**src/rtl/core/kmst_pkg.sv**
```systemverilog
// Package for the Kruskal spanning-forest weight core.
// Holds widths, defaults and the state enum.
package kmst_pkg;

  localparam int unsigned MaxVerticesDef = 64;
  localparam int unsigned MaxEdgesDef    = 256;
  localparam int unsigned WeightBitsDef  = 16;

  localparam int unsigned NodeW   = 6;
  localparam int unsigned InWeightW = 16;
  localparam int unsigned SumW    = 22;
  localparam int unsigned TakenW  = 6;
  localparam int unsigned VcountW = 7;
  localparam logic [SumW-1:0] SumMax = {SumW{1'b1}};

  typedef enum logic [3:0] {
    ST_LOAD,
    ST_SORT_RD,
    ST_SORT_KEY,
    ST_SORT_CMP,
    ST_UF_INIT,
    ST_EDGE_RD,
    ST_EDGE_CHK,
    ST_FIND,
    ST_COMPRESS,
    ST_UNION,
    ST_SIZE_WR,
    ST_OUT
  } state_e;

endpackage

```
**src/rtl/core/kmst_uf_mem.sv**
```systemverilog
// Union-find store: parent and tree size per vertex, one synchronous memory.
// Depends on kmst_pkg for the default depth MaxVerticesDef.
module kmst_uf_mem
  import kmst_pkg::*;
#(
  parameter int unsigned Depth = MaxVerticesDef,
  parameter int unsigned Width = 13
) (
  input  logic                     clk_i,
  input  logic                     we_i,
  input  logic [$clog2(Depth)-1:0] waddr_i,
  input  logic [Width-1:0]         wdata_i,
  input  logic [$clog2(Depth)-1:0] raddr_i,
  output logic [Width-1:0]         rdata_o
);

  logic [Width-1:0] mem_q [Depth];

  always_ff @(posedge clk_i) begin
    if (we_i) begin
      mem_q[waddr_i] <= wdata_i;
    end
    rdata_o <= mem_q[raddr_i];
  end

endmodule

```
**config.mk**
```make
export PLATFORM = sky130hd
export DESIGN_NAME = kmst_uf_mem
export DESIGN_NICKNAME = d
export VERILOG_FILES = /design/src/rtl/core/kmst_pkg.sv /design/src/rtl/core/kmst_uf_mem.sv
export SDC_FILE = /design/constraint.sdc
export NUM_CORES = 1
export LEC_CHECK = 0
export BUFFER_PORTS_ARGS = -buffer_cell sky130_fd_sc_hd__buf_2
export CAP_MARGIN = 10
export CORE_UTILIZATION = 62
export DETAILED_ROUTE_END_ITERATION = 10
export HOLD_SLACK_MARGIN = 0.02
export PLACE_DENSITY = 0.75
export SLEW_MARGIN = 20
export SYNTH_ARGS = -nofsm -noshare
export SYNTH_HDL_FRONTEND = slang
export SYNTH_SLANG_ARGS = --single-unit
```
**constraint.sdc**
```tcl
create_clock -name clk_i -period 2.9 [get_ports clk_i]
set_clock_uncertainty 0.1 [all_clocks]
set_input_delay 0.435 -clock clk_i [delete_from_list [all_inputs] [get_ports clk_i]]
set_output_delay 0.435 -clock clk_i [all_outputs]
set_load 0.05 [all_outputs]
```
==> results by group <==
Outcome
  – Status: finished, final reports clean

Timing
  – Max Freq: 420.2 MHz
  – Hold Slack: 0.03179 ns
  – Post-layout min period: 2.380 ns
  – Hold Vio Cnt, Final: 0
  – Slew Viols, Final: 0
  – Final setup viols: 0
  – Final worst-path cycle share: 0.8207
  – Worst Tran Pin Value: 0.7927 ns
  – Worst setup margin: 0.5200 ns
  – RSZ-0062 raised after global routing: no
  – Max_slew headroom: 0.4716
  – TNS Setup: 0 ns

Critical path
  – Critical path buffers and inverters: 0
  – Slowest stage delay, CP: 0.55 ns
  – Crit-path leading delay family: multiplexers
  – WP data required: 3.27 ns
  – Cells along the critical path: mux4_2, mux4_2, o21ai_0, o31ai_1
  – Critical Path Sink Type: flip-flop
  – R2r setup slk: 0.52 ns
  – CP Max Fanout: 1
  – Crit path DAT: 2.75 ns
  – Crit path max-delay cell type: mux4_2
  – Crit path top cell by count: mux4_2
  – Setup CP Type: reg -> reg
  – Crit start category: flip-flop

Clocking
  – CTS Hold Bufs: 0
  – CTS buffer count: 81
  – Clock tree buffer depth: 3
  – H-tree levels: 3
  – Root buf cell: clkbuf_16
  – Number of setup buffers added after CTS: 0
  – Clock Sinks: 845
  – Clock transition at the registers of the reported paths: 0.06 ns
  – Clock latency on the worst-skew pair: 0.63 ns
  – Post-cts resize count: 0
  – TritonCTS clock tree: yes

Global route
  – Gr usage total: 0.2876
  – First-pass GRT wire length: 107,400 microns
  – Via count of the first global-routing pass: 15.89k
  – Global route overflow: 0
  – Largest net degree at the start of global routing: 65
  – Initial antenna violation count: 7

Placed design
  – Post-place setup slack: 0.07324 ns
  – IO buf count: 39
  – Placer congestion estimate: 0.8332
  – Placed wire-length estimate: 43,740 microns

Synthesis
  – Async set-reset flop share out of synthesis: 0
  – Synthesized cell area: 32,340 sq um
  – Top_reg_cell synth: edfxtp_1
  – Register bit total from synthesis: 845
  – Yosys warning count: 0
  – Gate count after technology mapping: 1,402
  – Synth area leaders: edfxtp_1 (77%), mux4_2 (16%), mux2i_1 (1.2%)
  – Synth unique cells: 44
  – Top cell type's share of synthesized area: 0.7724
  – Mean Syn Cell Area: 23.07 sq um
  – Syn_nets: 1,429
  – Area leader, netlist: edfxtp_1
  – Register area share after synthesis: 0.7805
  – Post-synth EDFFs: 832

Cells and area
  – Syn-to-layout area delta: 13.77%
  – Share of layout cells above drive strength 1: 0.3176
  – Final net count: 1,618
  – Most frequent cells in the layout: edfxtp_1 (832), mux4_2 (223), buf_4 (131), clkbuf_16 (85), nor2_1 (71)
  – Most common cell after layout, fill and taps aside: edfxtp_1

Floorplan
  – Die area: 53,090 sq um
  – Core area: 51,410 sq um
  – Die height: 230.4 microns
  – Die X: 230.4 microns
  – I/O Pins: 40
  – Initial Util: 0.6292
  – Row Count: 83

Power
  – Maximum VDD drop: 0.4806 mV
  – PD cells: 684.9 nW/um^2
  – Leak: 0.01180 uW
  – Overall Power: 25,200 uW

Route
  – Initial DRC Count: 2,154
  – DR pass1 iterations: 6
  – Via count: 15.62k
  – Antenna Nets Post-Route: 0
  – Final wirelength: 73,050 microns
  – DRC Markers: 0
  – Routed len/inst: 31.34 microns
  – DR vias/cell: 6.700

Job
  – Maxcap violations: 0

Min path
  – HP Class: in -> reg
==> cells by family (layout without fill, tap and decap cells) <==
logic type             after synthesis  after routing  synth area share
flip-flops                         845            845            0.7805
multiplexers                       265            265            0.1684
AND/OR/NAND/NOR                    131            131           0.01880
AO/OA/AOI/OAI                       82             82           0.01845
buffers and inverters               79            327           0.01389
other                                0              1                 0
==> metal layers <==
layer	vias up	wire, microns	track usage	part of all wire
met1	8159	28360	0.4267	0.39
met5	-	37	0	0.00051
met3	113	8069	0.05793	0.11
met2	996	34750	0.4401	0.48
li1	6344	-	-	-
met4	6	1835	0.09147	0.025
==> path summary, 6_finish.rpt <==
check | endpoint | start | depth (start not counted)
hold / removal | mem_q[54][9] | wdata_i[9] | 1
hold reg to reg | rdata_o[1] | mem_q[4][1] | 3
setup / recovery | rdata_o[11] | mem_q[54][11] | 4
setup reg to reg | rdata_o[11] | mem_q[54][11] | 4
==> registers in the layout, summed over array words and instances, names as in the netlist <==
signal	flops
mem_q	832
rdata_o	13
==> power by group <==
part | internal [uW] | switching (uW) | total (uW)
registers | 13500 | 37.6 | 13600
clock network | 5980 | 4300 | 10300
logic | 516 | 848 | 1360
==> synth_stat cells, types with 2 or more instances <==
cell       number
a2111oi_0       3
a211oi_1       12
a21oi_1        10
a221o_1         2
a221oi_1        2
a22oi_1         9
and2_1          2
buf_1           3
buf_2          23
buf_4          17
buf_6           8
clkbuf_1       25
dfxtp_1        13
edfxtp_1      832
inv_1           2
mux2_2          3
mux2i_1        39
mux4_2        223
nand2_1        14
nand2b_1        5
nand3_1         6
nand3b_1        4
nand4_1         2
nor2_1         71
nor2b_1        19
nor3_1          2
o21ai_0         5
o21ai_1         6
o221ai_1       15
o22ai_1         3
o2bb2ai_1       2
o31ai_1         8
==> through the flow <==
stage / cells / area, sq um / utilization
global route: 2330 / 36800 / 0.7158
detailed placement: 2188 / 34220 / 0.6657
CTS: 2330 / 36800 / 0.7158
floorplan: 1402 / 32340 / -
global placement: 2188 / 34220 / 0.6657
finish: 2331 / 36800 / 0.7158
==> worst register-to-register path, cell delays in order (launching register included) <==
cell,delay (ns)
edfxtp_1,0.39
mux4_2,0.49
mux4_2,0.55
o21ai_0,0.54
o31ai_1,0.17
==> layout make-up <==
type | count | area (sq um)
Antenna cell | 1 | 2.502
Clock buffer | 109 | 2257
Clock inverter | 33 | 317.8
Fill cell | 2904 | 14610
Inverter | 3 | 11.26
Multi-Input combinational cell | 478 | 6661
Sequential cell | 845 | 25240
Tap cell | 680 | 850.8
Timing Repair Buffer | 182 | 1453
No activity file was read; power rests on OpenSTA's default activity.
